<file path="config.mk">
export PLATFORM = sky130hd
export DESIGN_NAME = touch_zone_gesture_detector_flat
export DESIGN_NICKNAME = d
export VERILOG_FILES = /design/src/sv/tzgd_pkg.sv /design/src/sv/tzgd_if.sv /design/src/sv/touch_zone_gesture_detector.sv /design/src/sv/tzgd_zone.sv /design/src/sv/tzgd_core.sv /design/src/flat_wrapper.sv
export SDC_FILE = /design/constraint.sdc
export NUM_CORES = 2
export LEC_CHECK = 0
export BUFFER_PORTS_ARGS = -buffer_cell sky130_fd_sc_hd__buf_4
export CORE_MARGIN = 10
export CORE_UTILIZATION = 45
export CTS_BUF_LIST = sky130_fd_sc_hd__clkbuf_4 sky130_fd_sc_hd__clkbuf_8 sky130_fd_sc_hd__clkbuf_16
export CTS_CLUSTER_SIZE = 30
export DETAILED_ROUTE_END_ITERATION = 7
export PLACE_DENSITY_LB_ADDON = 0.15
export SLEW_MARGIN = 20
export SYNTH_ARGS = -nofsm -noshare
export SYNTH_HDL_FRONTEND = slang
export SYNTH_SLANG_ARGS = --single-unit
</file>
<file path="constraint.sdc">
create_clock -name clk -period 9.61 [get_ports clk]
set_input_delay 1.922 -clock clk [delete_from_list [all_inputs] [get_ports clk]]
set_output_delay 1.922 -clock clk [all_outputs]
set_load 0.1 [all_outputs]
</file>
<file path="src/sv/tzgd_pkg.sv">
// Shared types, codes and constants of the touch zone gesture detector.
package tzgd_pkg;

    localparam int FINGERS_DEF = 2;
    localparam int ZONE_SLOTS  = 10;
    localparam int ZONE_W      = 4;
    localparam int POS_W       = 12;
    localparam int TIME_W      = 32;
    localparam int WINDOW_W    = 16;
    localparam int CFG_IDX_W   = 2;
    localparam int CFG_DATA_W  = 16;

    // Percent band edges of the 3x3 grid
    localparam int PCT_SCALE = 100;
    localparam int BAND_LO   = 33;
    localparam int BAND_HI   = 67;

    localparam logic [POS_W-1:0]    WIDTH_RST  = 12'd1920;
    localparam logic [POS_W-1:0]    HEIGHT_RST = 12'd1080;
    localparam logic [WINDOW_W-1:0] WINDOW_RST = 16'd150;

    localparam logic [CFG_IDX_W-1:0] CFG_SCREEN_WIDTH  = 2'd0;
    localparam logic [CFG_IDX_W-1:0] CFG_SCREEN_HEIGHT = 2'd1;
    localparam logic [CFG_IDX_W-1:0] CFG_TOUCH_WINDOW  = 2'd2;

    localparam logic [1:0] CMD_TICK  = 2'd0;
    localparam logic [1:0] CMD_EVENT = 2'd1;
    localparam logic [1:0] CMD_QUERY = 2'd2;

    localparam logic [1:0] EV_DOWN = 2'd0;
    localparam logic [1:0] EV_UP   = 2'd1;

    typedef struct packed {
        logic [1:0]        cmd;
        logic [1:0]        event_type;
        logic [3:0]        finger;
        logic [POS_W-1:0]  x_pos;
        logic [POS_W-1:0]  y_pos;
        logic [ZONE_W-1:0] zone_a;
        logic [ZONE_W-1:0] zone_b;
        logic [TIME_W-1:0] min_time;
        logic [TIME_W-1:0] max_time;
    } item_word_t;

    typedef struct packed {
        logic [ZONE_W-1:0] zone;
        logic              touched;
        logic              held;
        logic              slid;
    } result_word_t;

    typedef struct packed {
        logic touched;
        logic held;
        logic slid;
    } flags_t;

endpackage

</file>
<file path="src/sv/tzgd_if.sv">
// Valid/ready channel interfaces for input items and result words.
interface tzgd_item_if;
    logic                 valid;
    logic                 ready;
    tzgd_pkg::item_word_t data;

    modport source (output valid, output data, input ready);
    modport sink   (input valid, input data, output ready);
endinterface

interface tzgd_result_if;
    logic                   valid;
    logic                   ready;
    tzgd_pkg::result_word_t data;

    modport source (output valid, output data, input ready);
    modport sink   (input valid, input data, output ready);
endinterface

</file>
<file path="src/sv/touch_zone_gesture_detector.sv">
// Top level of the touch zone gesture detector: registers, handshake and assertions.
// Takes one item per clock unless a stalled result and a full input register hold it off:
// a tick advances the 32-bit time and gives no result, a touch event gives one word with
// its zone (1..9, column-major) and cleared flags, a query gives one word with zone 0 and
// the touched, held and slid flags. A word is accepted into an input register, evaluated
// against the stored stamps and finger records and placed in the result register once that
// register is free or draining, and it leaves from there when the result side is ready;
// input and result registers decouple both sides and a stalled result only blocks new
// items once the input register is also full. Configuration writes through cfg_we,
// cfg_index and cfg_data take effect at the next edge and belong to an idle block.
module touch_zone_gesture_detector #(
    parameter int FINGERS = tzgd_pkg::FINGERS_DEF
) (
    input  logic                               clk,
    input  logic                               rst_n,
    tzgd_item_if.sink                          item,
    tzgd_result_if.source                      result,
    input  logic                               cfg_we,
    input  logic [tzgd_pkg::CFG_IDX_W-1:0]     cfg_index,
    input  logic [tzgd_pkg::CFG_DATA_W-1:0]    cfg_data
);

    localparam int PW = tzgd_pkg::POS_W;
    localparam int WW = tzgd_pkg::WINDOW_W;

    logic [PW-1:0]          width_reg;
    logic [PW-1:0]          height_reg;
    logic [WW-1:0]          window_reg;

    logic                   s1_valid_reg;
    tzgd_pkg::item_word_t   s1_word_reg;
    logic                   res_valid_reg;
    tzgd_pkg::result_word_t res_word_reg;

    logic                   advance;
    logic                   fire;
    logic                   has_result;
    logic [tzgd_pkg::ZONE_W-1:0] zone;
    tzgd_pkg::flags_t       flags;

    always_ff @(posedge clk or negedge rst_n)
    begin
        if (!rst_n)
        begin
            width_reg  <= tzgd_pkg::WIDTH_RST;
            height_reg <= tzgd_pkg::HEIGHT_RST;
            window_reg <= tzgd_pkg::WINDOW_RST;
        end
        else if (cfg_we)
        begin
            case (cfg_index)
                tzgd_pkg::CFG_SCREEN_WIDTH:  width_reg  <= cfg_data[PW-1:0];
                tzgd_pkg::CFG_SCREEN_HEIGHT: height_reg <= cfg_data[PW-1:0];
                tzgd_pkg::CFG_TOUCH_WINDOW:  window_reg <= cfg_data[WW-1:0];
                default:
                begin
                end
            endcase
        end
    end

    // the evaluation stage moves whenever the result register is free or draining
    assign advance    = !res_valid_reg || result.ready;
    assign fire       = s1_valid_reg && advance;
    assign item.ready = !s1_valid_reg || advance;
    assign has_result = (s1_word_reg.cmd == tzgd_pkg::CMD_EVENT)
                     || (s1_word_reg.cmd == tzgd_pkg::CMD_QUERY);

    always_ff @(posedge clk or negedge rst_n)
    begin
        if (!rst_n)
        begin
            s1_valid_reg  <= 1'b0;
            res_valid_reg <= 1'b0;
        end
        else
        begin
            if (item.ready)
                s1_valid_reg <= item.valid;
            if (advance)
                res_valid_reg <= fire && has_result;
        end
    end

    always_ff @(posedge clk)
    begin
        if (item.valid && item.ready)
            s1_word_reg <= item.data;
        if (advance)
        begin
            if (s1_word_reg.cmd == tzgd_pkg::CMD_EVENT)
            begin
                res_word_reg.zone    <= zone;
                res_word_reg.touched <= 1'b0;
                res_word_reg.held    <= 1'b0;
                res_word_reg.slid    <= 1'b0;
            end
            else
            begin
                res_word_reg.zone    <= '0;
                res_word_reg.touched <= flags.touched;
                res_word_reg.held    <= flags.held;
                res_word_reg.slid    <= flags.slid;
            end
        end
    end

    assign result.valid = res_valid_reg;
    assign result.data  = res_word_reg;

    tzgd_zone u_zone (
        .x_pos         (s1_word_reg.x_pos),
        .y_pos         (s1_word_reg.y_pos),
        .screen_width  (width_reg),
        .screen_height (height_reg),
        .zone          (zone)
    );

    tzgd_core #(
        .FINGERS (FINGERS)
    ) u_core (
        .clk          (clk),
        .rst_n        (rst_n),
        .en           (fire),
        .word         (s1_word_reg),
        .zone         (zone),
        .touch_window (window_reg),
        .flags        (flags)
    );

    a_stall_blocks: assert property (@(posedge clk) disable iff (!rst_n)
        s1_valid_reg && res_valid_reg && !result.ready |-> !item.ready)
        else $error("input taken while evaluation stage is stalled");

    a_result_follows: assert property (@(posedge clk) disable iff (!rst_n)
        fire && has_result |=> result.valid)
        else $error("event or query produced no result word");

    a_tick_silent: assert property (@(posedge clk) disable iff (!rst_n)
        fire && (s1_word_reg.cmd == tzgd_pkg::CMD_TICK) |=> !result.valid)
        else $error("tick produced a result word");

    a_event_word: assert property (@(posedge clk) disable iff (!rst_n)
        result.valid && (result.data.zone != 4'd0) |->
        (result.data.zone <= 4'd9) && !result.data.touched && !result.data.held
        && !result.data.slid)
        else $error("malformed event result word");

endmodule

</file>
<file path="src/sv/tzgd_zone.sv">
// Grid zone classifier: maps a touch coordinate onto the 3x3 zone grid.
module tzgd_zone (
    input  logic [tzgd_pkg::POS_W-1:0]  x_pos,
    input  logic [tzgd_pkg::POS_W-1:0]  y_pos,
    input  logic [tzgd_pkg::POS_W-1:0]  screen_width,
    input  logic [tzgd_pkg::POS_W-1:0]  screen_height,
    output logic [tzgd_pkg::ZONE_W-1:0] zone
);

    localparam int PROD_W = 19;

    function automatic logic [1:0] grid_band(
        input logic [tzgd_pkg::POS_W-1:0] pos,
        input logic [tzgd_pkg::POS_W-1:0] extent
    );
        logic [PROD_W-1:0] scaled;
        logic [PROD_W-1:0] lo_edge;
        logic [PROD_W-1:0] hi_edge;
        logic [1:0]        band;
        scaled  = PROD_W'(pos) * PROD_W'(tzgd_pkg::PCT_SCALE);
        lo_edge = PROD_W'(extent) * PROD_W'(tzgd_pkg::BAND_LO);
        hi_edge = PROD_W'(extent) * PROD_W'(tzgd_pkg::BAND_HI);
        if (scaled < lo_edge)
            band = 2'd0;
        else if (scaled < hi_edge)
            band = 2'd1;
        else
            band = 2'd2;
        return band;
    endfunction

    logic [1:0] col;
    logic [1:0] row;

    assign col = grid_band(x_pos, screen_width);
    assign row = grid_band(y_pos, screen_height);

    // column-major numbering, 1 at top-left
    assign zone = {2'b00, col} * 4'd3 + {2'b00, row} + 4'd1;

endmodule

</file>
<file path="src/sv/tzgd_core.sv">
// Tick time, zone stamps, finger records and gesture flag evaluation.
module tzgd_core #(
    parameter int FINGERS = tzgd_pkg::FINGERS_DEF
) (
    input  logic                           clk,
    input  logic                           rst_n,
    input  logic                           en,
    input  tzgd_pkg::item_word_t           word,
    input  logic [tzgd_pkg::ZONE_W-1:0]    zone,
    input  logic [tzgd_pkg::WINDOW_W-1:0]  touch_window,
    output tzgd_pkg::flags_t               flags
);

    localparam int TW = tzgd_pkg::TIME_W;
    localparam int ZW = tzgd_pkg::ZONE_W;

    logic [TW-1:0] now_reg;
    logic [TW-1:0] stamp_reg     [tzgd_pkg::ZONE_SLOTS];
    logic [ZW-1:0] down_zone_reg [FINGERS];
    logic [TW-1:0] down_time_reg [FINGERS];
    logic [ZW-1:0] up_zone_reg   [FINGERS];
    logic [TW-1:0] up_time_reg   [FINGERS];

    logic [TW-1:0] window;

    assign window = TW'(touch_window);

    always_ff @(posedge clk or negedge rst_n)
    begin
        if (!rst_n)
        begin
            now_reg <= '0;
            for (int z = 0; z < tzgd_pkg::ZONE_SLOTS; z++)
            begin
                stamp_reg[z] <= '0;
            end
            for (int i = 0; i < FINGERS; i++)
            begin
                down_zone_reg[i] <= '0;
                down_time_reg[i] <= '0;
                up_zone_reg[i]   <= '0;
                up_time_reg[i]   <= '0;
            end
        end
        else if (en)
        begin
            case (word.cmd)
                tzgd_pkg::CMD_TICK:
                begin
                    now_reg <= now_reg + TW'(1);
                end
                tzgd_pkg::CMD_EVENT:
                begin
                    stamp_reg[zone] <= now_reg;
                    // only tracked fingers match a slot; others just stamp the zone
                    for (int i = 0; i < FINGERS; i++)
                    begin
                        if ({1'b0, word.finger} == 5'(i))
                        begin
                            if (word.event_type == tzgd_pkg::EV_DOWN)
                            begin
                                down_zone_reg[i] <= zone;
                                down_time_reg[i] <= now_reg;
                            end
                            else if (word.event_type == tzgd_pkg::EV_UP)
                            begin
                                up_zone_reg[i] <= zone;
                                up_time_reg[i] <= now_reg;
                            end
                        end
                    end
                end
                default:
                begin
                end
            endcase
        end
    end

    always_comb
    begin
        logic [TW-1:0] touch_end;
        logic [TW-1:0] hold_end;
        logic [TW-1:0] slide_end;
        logic [TW-1:0] dur;
        flags = '0;
        touch_end = '0;
        if (word.zone_a < ZW'(tzgd_pkg::ZONE_SLOTS))
        begin
            touch_end = stamp_reg[word.zone_a] + window;
            flags.touched = touch_end > now_reg;
        end
        for (int i = 0; i < FINGERS; i++)
        begin
            hold_end  = down_time_reg[i] + word.min_time;
            slide_end = up_time_reg[i] + window;
            dur       = up_time_reg[i] - down_time_reg[i];
            if (down_zone_reg[i] == word.zone_a && up_time_reg[i] < down_time_reg[i]
                && hold_end <= now_reg)
                flags.held = 1'b1;
            if (down_zone_reg[i] == word.zone_a && up_zone_reg[i] == word.zone_b
                && up_time_reg[i] > down_time_reg[i] && slide_end > now_reg
                && dur >= word.min_time && dur <= word.max_time)
                flags.slid = 1'b1;
        end
    end

endmodule

</file>
<file path="src/flat_wrapper.sv">
// flat-port wrapper written by rule: the top's interface ports become plain ports
module touch_zone_gesture_detector_flat 
#(
    parameter int FINGERS = tzgd_pkg::FINGERS_DEF
)
  (clk, rst_n, cfg_we, cfg_index, cfg_data, item_valid, item_data, item_ready, result_valid, result_data, result_ready);
  tzgd_item_if item_i ();
  tzgd_result_if result_i ();
  input  logic clk;
  input  logic rst_n;
  input  logic cfg_we;
  input  logic [tzgd_pkg::CFG_IDX_W-1:0] cfg_index;
  input  logic [tzgd_pkg::CFG_DATA_W-1:0] cfg_data;
  input wire logic [$bits(item_i.valid)-1:0] item_valid;
  input wire logic [$bits(item_i.data)-1:0] item_data;
  output wire logic [$bits(item_i.ready)-1:0] item_ready;
  output wire logic [$bits(result_i.valid)-1:0] result_valid;
  output wire logic [$bits(result_i.data)-1:0] result_data;
  input wire logic [$bits(result_i.ready)-1:0] result_ready;
  assign item_i.valid = item_valid;
  assign item_i.data = item_data;
  assign item_ready = item_i.ready;
  assign result_valid = result_i.valid;
  assign result_data = result_i.data;
  assign result_i.ready = result_ready;
  touch_zone_gesture_detector #(.FINGERS(FINGERS)) u_core (.clk(clk), .rst_n(rst_n), .item(item_i), .result(result_i), .cfg_we(cfg_we), .cfg_index(cfg_index), .cfg_data(cfg_data));
endmodule
</file>
# --- Word level (Yosys, flattened, before mapping) ---
# Cells that the tools add are included.
totals:
  ff_bits: 649
  out_inout_bits: 9
  elab_cells: 140
op_classes:
  addsub: 10
  multipliers: 7
  n_lt_le_gt_ge: 21
  eq_ne: 10
  n_mux: 14
  bitwise_logic: 4
  n_reduce_logical: 37
ops:
  columns: ["operator", "n"]
  rows:
  - ["320-bit bitwise mux", 1]
  - ["32-bit > comparator", 5]
  - ["32-bit binary-select mux with 4-bit select", 1]
  - ["32-bit demux with 4-bit select", 1]
  - ["32-bit <= comparator", 4]
  - ["32-bit by 16-bit adder with 32-bit output", 3]
  - ["32-bit 2-to-1 mux", 3]
  - ["32-bit adder", 2]
  - ["32-bit >= comparator", 2]
  - ["32-bit < comparator", 2]
  - ["32-bit subtractor", 2]
  - ["19-bit by 18-bit < comparator with 1-bit output", 2]
  - ["19-bit < comparator", 2]
  - ["12-bit by 7-bit multiplier with 19-bit output (second input constant)", 2]
  - ["12-bit by 6-bit multiplier with 18-bit output (second input constant)", 2]
  - ["12-bit by 5-bit multiplier with 17-bit output (second input constant)", 2]
  - ["32-bit by 1-bit adder with 32-bit output (second input constant)", 1]
  - ["1-bit logical AND", 18]
  - ["4-bit equality test", 4]
  - ["5-bit >= comparator (second input constant)", 2]
  - ["4-bit inverter with 5-bit output", 2]
  - ["2-bit AND reduction", 5]
  - ["5-bit AND reduction", 2]
  - ["2-bit 2-to-1 mux", 4]
  - ["other kinds (16)", 29]

# --- Depth between registers and ports, before layout ---
depth:
  depth_word: 13
  mapped_depth: 31
  mapped_depth_nobuf: 29

# --- Modules after synthesis ---
# A second synthesis with hierarchy kept.
hier_totals:
  hier_cells: 4752
  area_unflattened_um2: 48343.9
by_module_without_submodules:
  columns: ["module", "n_inst", "cells_per_inst", "area_each_um2", "seq_area_each_um2"]
  rows:
  - ["tzgd_core", 1, 3747, 36628.9, 12411.9]
  - ["tzgd_zone", 1, 790, 6703.9, 0.0]
  - ["touch_zone_gesture_detector", 1, 215, 5011.1, 4399.2]

# --- Least setup slack after synthesis ---
# OpenSTA, ideal clock, no wires.
synth_path:
  path_type: "reg-to-reg"
  start: "register u_core.s1_word_reg[86] (netlist bit)"
  end: "register u_core.u_core.stamp_reg[100] (netlist bit)"
  arrival_time_ns: 6.911
  required_ns: 9.485
  slack_ns: 2.574
  stages_incl_launch_ff: 30
  path_buffers: 2
  period_less_slack_ns: 7.036
  cell_sequence: "edfxtp_1 ha_1 ha_1 fa_1 ha_1 a21oi_1 o21bai_1 a21oi_1 nor2b_1 o21a_1 o31a_1 nor2_1 xnor2_1 ha_1 nand2_1 nor2_1 o2111ai_1 o21a_1 maj3_2 o21ai_1 a21boi_1 fa_1 ha_1 a21o_1 a21oi_1 clkbuf_1 nand2_1 nor4_1 buf_2 mux2_2"
synth_via:
  elab_chain_cells: 13
  word_cells_on_any_way: 15
  classes_between: "2 x add/sub; 2 x mul; 4 x order compare; 5 x mux; 1 x bitwise; 1 x reduce/logical"
synth_rtl:
  columns: ["item", "line_no", "text"]
  rows:
  - ["start, declared", "touch_zone_gesture_detector.sv:31", "tzgd_pkg::item_word_t s1_word_reg;"]
  - ["start signal, assigned", "touch_zone_gesture_detector.sv:88", "s1_word_reg <= item.data;"]
  - ["12-bit by 5-bit multiplier with 17-bit output (*)", "tzgd_zone.sv:20", "scaled = PROD_W'(pos) * PROD_W'(tzgd_pkg::PCT_SCALE);"]
  - ["19-bit < comparator", "tzgd_zone.sv:25", "else if (scaled < hi_edge)"]
  - ["2-bit 2-to-1 mux", "tzgd_zone.sv:25", null]
  - ["2-bit 2-to-1 mux (*)", "tzgd_zone.sv:23", "if (scaled < lo_edge)"]
  - ["2-bit by 2-bit multiplier with 4-bit output (*)", "tzgd_zone.sv:39", "assign zone = {2'b00, col} * 4'd3 + {2'b00, row} + 4'd1;"]
  - ["4-bit by 2-bit adder with 4-bit output (*)", "tzgd_zone.sv:39", null]
  - ["4-bit by 1-bit adder with 4-bit output (*)", "tzgd_zone.sv:39", null]
  - ["4-bit inverter with 5-bit output (implied by the code) (*)", "tzgd_core.sv:54", "stamp_reg[zone] <= now_reg;"]
  - ["5-bit >= comparator (implied by the code) / 5-bit by 1-bit < comparator with 1-bit output (equally long branches)", "tzgd_core.sv:54", null]
  - ["1-bit logical AND (implied by the code)", "tzgd_core.sv:54", null]
  - ["32-bit 2-to-1 mux (implied by the code)", "tzgd_core.sv:54", null]
  - ["32-bit demux with 4-bit select (*)", "tzgd_core.sv:54", null]
  - ["320-bit bitwise mux (*)", "tzgd_core.sv:54", null]
  - ["end signal, assigned by index", "tzgd_core.sv:54", null]
  - ["end, declared", "tzgd_core.sv:18", "logic [TW-1:0] stamp_reg [tzgd_pkg::ZONE_SLOTS];"]
# Mark *: on every way between the ends. The rest lies on a longest branch, timed or not.
# A chain may end at the register's enable or synchronous reset.

# --- Final worst setup path ---
layout_path:
  start: "register u_core.width_reg[10]"
  end: "register u_core.u_core.stamp_reg[190] (netlist bit)"
layout_via:
  elab_chain_cells: 13
  word_cells_on_any_way: 16
  classes_between: "2 x add/sub; 3 x mul; 4 x order compare; 5 x mux; 1 x bitwise; 1 x reduce/logical"
layout_rtl:
  columns: ["item", "line_no", "text"]
  rows:
  - ["start, declared", "touch_zone_gesture_detector.sv:26", "logic [PW-1:0] width_reg;"]
  - ["start signal, assigned", "touch_zone_gesture_detector.sv:45", "width_reg <= tzgd_pkg::WIDTH_RST;"]
  - ["start signal, assigned", "touch_zone_gesture_detector.sv:52", "tzgd_pkg::CFG_SCREEN_WIDTH: width_reg <= cfg_data[PW-1:0];"]
  - ["12-bit by 7-bit multiplier with 19-bit output", "tzgd_zone.sv:22", "hi_edge = PROD_W'(extent) * PROD_W'(tzgd_pkg::BAND_HI);"]
  - ["19-bit < comparator", "tzgd_zone.sv:25", null]
  - ["2-bit 2-to-1 mux", "tzgd_zone.sv:25", null]
  - ["2-bit 2-to-1 mux (*)", "tzgd_zone.sv:23", null]
  - ["2-bit by 2-bit multiplier with 4-bit output (*)", "tzgd_zone.sv:39", null]
  - ["4-bit by 2-bit adder with 4-bit output (*)", "tzgd_zone.sv:39", null]
  - ["4-bit by 1-bit adder with 4-bit output (*)", "tzgd_zone.sv:39", null]
  - ["4-bit inverter with 5-bit output (implied by the code) (*)", "tzgd_core.sv:54", null]
  - ["5-bit >= comparator (implied by the code) / 5-bit by 1-bit < comparator with 1-bit output (equally long branches)", "tzgd_core.sv:54", null]
  - ["1-bit logical AND (implied by the code)", "tzgd_core.sv:54", null]
  - ["32-bit 2-to-1 mux (implied by the code)", "tzgd_core.sv:54", null]
  - ["32-bit demux with 4-bit select (*)", "tzgd_core.sv:54", null]
  - ["320-bit bitwise mux (*)", "tzgd_core.sv:54", null]
# Marked as above.

==> run metrics <==
outcome=complete, no violations; simple-gate area share of the yosys netlist=between 10% and 20%; Placed Cells=6133; Core Area=between 0.1 and 0.15 mm2; post-synthesis sequential area ratio=between 30% and 40%; relative slew slack=24.1%; Hold Fails Final Rpt=0; hold_buf cts=0; IO Pins=roughly 140; WL/cell=between 20 and 25 um; part of the power in registers=a little under a third; Remaining DRCs=0; Distinct cells, synth=100; CP max stage delay=0.74 ns; CP max FO=25; RSZ-0062 raised after global routing=false; Initial DRC Count=2502; FF-to-FF path depth=29; Clock Power Share=between 20% and 30%; final HPWL from detailed placement=106000 um; die area=between 0.1 and 0.15 mm2; Port-buffer cells=between 100 and 150; Synth Instances=4710; commonest cells after routing, fill and taps aside=ha_1, dfrtp_1, nand2_1, inv_1, o21ai_0; maximum vdd drop=around 0.00023 V; post-route ant nets=0; internal power=0.00716 W; post-synthesis cell area=between 0.04 and 0.05 mm2; most common cell after layout, fill and taps aside=ha_1; Switch Pwr=0.00446 W; TritonCTS Buffers=80; crit path DAT=slightly below 9 ns; largest family of logic cells by synthesized area=adder cells; mux cell area share after synthesis=10.8%; Total GRT Usage=between 20% and 30%; switching share of total power=roughly two fifths; leak pwr=about 26 nW; max reg flops=320; H-tree depth=3; GRT overflow=0; std cell rows=~120; Hold Crit Depth=2; XOR/XNOR share of the synthesized area=under 10%; complex-gate fraction of the synthesized area=between 10% and 20%; max-capacitance violation count=0; final period utilization=between 80% and 90%; die width=~350 um; Slowest cell on crit path=nor2_4; PwrDens=around 220 mW/mm2; synthesized-area fraction occupied by adder cells=19.8%; Pins Over Slew Limit=0; via count=35900; vias in the first global route=between 30000 and 40000; type of origin of the critical path=flop; post-route setup TNS=0 ns; nets=5688; Logic pwr share=a little over two fifths; Initial DRT Pass Iterations=5; number of vias per cell=roughly 5.7; Finished Layout Cells=roughly 6300; Synth Register Bits=about 650; WP data required=10.15 ns; HP Class=reg2reg; Crit. End Element=flop; clock-pin slew on the worst setup and hold paths=0.06 ns; Layout Skew=~0.022 ns; Place WS=1.35 ns; post-CTS setup buffers=0; Final WS setup=about 1.3 ns; post-cts sizing count=0; CP dominant cell by count=ha_1; # fillers=a little under 10000; Tmin final=between 8 and 9 ns; Initial Utilization=between 40% and 50%; post-synthesis async set-or-reset flop share=between 80% and 90%; Slew @ Worst Pin=~1.1 ns; syn_nets=~5600; Post-synth EDFFs=111; DIE HEIGHT=346 um; clock root cell=clkbuf_16; Yosys warnings=0; TritonCTS sink count=between 600 and 700; Max Clock Freq=0.121 GHz; clk_lat worst skew=approximately 0.66 ns; first-pass GRT wire length=214000 um; routability congestion estimate=~0.94; final setup fails=0; largest net degree at the start of global routing=approximately 170; Clock Path Buffers=3; initial antenna violation count=1; drt total wl=approximately 140000 um; Avg Inst Size Synth=10.2 um2; CTS tree=done; Setup CP Type=reg2reg; share of cells above drive strength 1=15.9%; Area Growth Syn to Fin=11.1%; ys flop type=dfrtp_1
[power groups by stage]
stage          logic [W]  clock network [W]  registers, W
3_3_place_gp     0.00480                  0       0.00360
2_1_floorplan    0.00359                  0       0.00349
6_report         0.00493            0.00312       0.00357
4_1_cts          0.00493            0.00318       0.00357
3_5_place_dp     0.00489                  0       0.00361
5_1_grt          0.00557            0.00330       0.00362
[worst max-delay path, delay by kind of cell, from the launching register on]
family	cells	cell delay, ns
xor+xnor	2	0.53
mux	1	0.34
fa+ha+maj	8	3.07
compound gates	7	1.45
buf+inv	4	0.47
simple gates	7	1.61
flops	1	0.66
[through the flow]
step                      total power (W)  cell area (um2)  hold slack [ns]  utilization (%)
after floorplan                   0.00707            47900            0.444                -
after global placement            0.00840            50500            0.456             47.8
after detailed placement          0.00850            50500            0.467             47.8
after CTS                          0.0117            53200            0.479             50.4
after global routing               0.0125            53200            0.495             50.4
final                              0.0116            53200            0.474             50.4
[synthesized netlist by cell type, types with 17 or more instances]
master,number,area [um2]
a21o_1,153,1150
nor2b_1,56,350
o21ai_1,60,300
nand2_1,370,1390
mux2_2,322,3630
mux4_2,62,1400
nand2b_1,30,188
nand4_1,74,463
edfxtp_1,111,3330
nand3_1,92,460
a31oi_1,19,119
xor2_1,93,815
a211oi_1,26,195
and3_1,43,269
fa_1,39,781
dfrtp_1,526,13200
a22oi_1,32,240
o211ai_1,17,128
nor3_1,76,380
nor2_1,174,653
o21bai_1,42,315
o21a_1,43,323
or3_1,22,138
ha_1,697,8720
xnor2_1,215,1880
a21oi_1,256,1280
inv_1,342,1280
clkbuf_1,116,435
o21ai_0,329,1650
[final cells by class]
type / instances / area, um2 / share of cell area (%)
Multi-Input combinational cell: 3570 / 29300 / 55.1
Sequential cell: 649 / 16800 / 31.6
Clock buffer: 113 / 2380 / 4.47
Tap cell: 1391 / 1740 / 3.27
Timing Repair Buffer: 178 / 1370 / 2.58
Inverter: 346 / 1300 / 2.44
Clock inverter: 29 / 320 / 0.602
Antenna cell: 2 / 5.00 / 0.00940
[kinds of logic after synthesis]
family / Yosys count
DFF: 649
adders and majority gates: 737
buffers and inverters: 491
AOI/OAI and AO/OA: 1115
muxes: 398
xor gates and xnor gates: 308
and+or+nand+nor: 1012
[path summary, 6_finish.rpt]
kind | from | end | slack (ns)
setup reg to reg | u_core.width_reg[10] | u_core.u_core.stamp_reg[190] | 1.33
hold / removal | u_core.u_core.stamp_reg[73] | u_core.u_core.stamp_reg[73] | 0.47
min in group asynchronous | rst_n | u_core.height_reg[0] | 1.27
hold reg to reg | u_core.u_core.stamp_reg[73] | u_core.u_core.stamp_reg[73] | 0.47
max in group asynchronous | rst_n | u_core.u_core.down_time_reg[58] | 6.21
setup / recovery | u_core.width_reg[10] | u_core.u_core.stamp_reg[190] | 1.33
[metal layers]
metal | vias to the layer above | wire, um | GRT usage (%) | part of all wire (%)
li1 | 17300 | - | - | -
met1 | 17700 | 67800 | 33.1 | 49
met2 | 817 | 59400 | 34.9 | 43
met3 | 137 | 7380 | 3.13 | 5.4
met4 | 0 | 2930 | 5.58 | 2.1
met5 | - | 0 | 0 | 0
No activity file was read; power rests on OpenSTA's default activity.
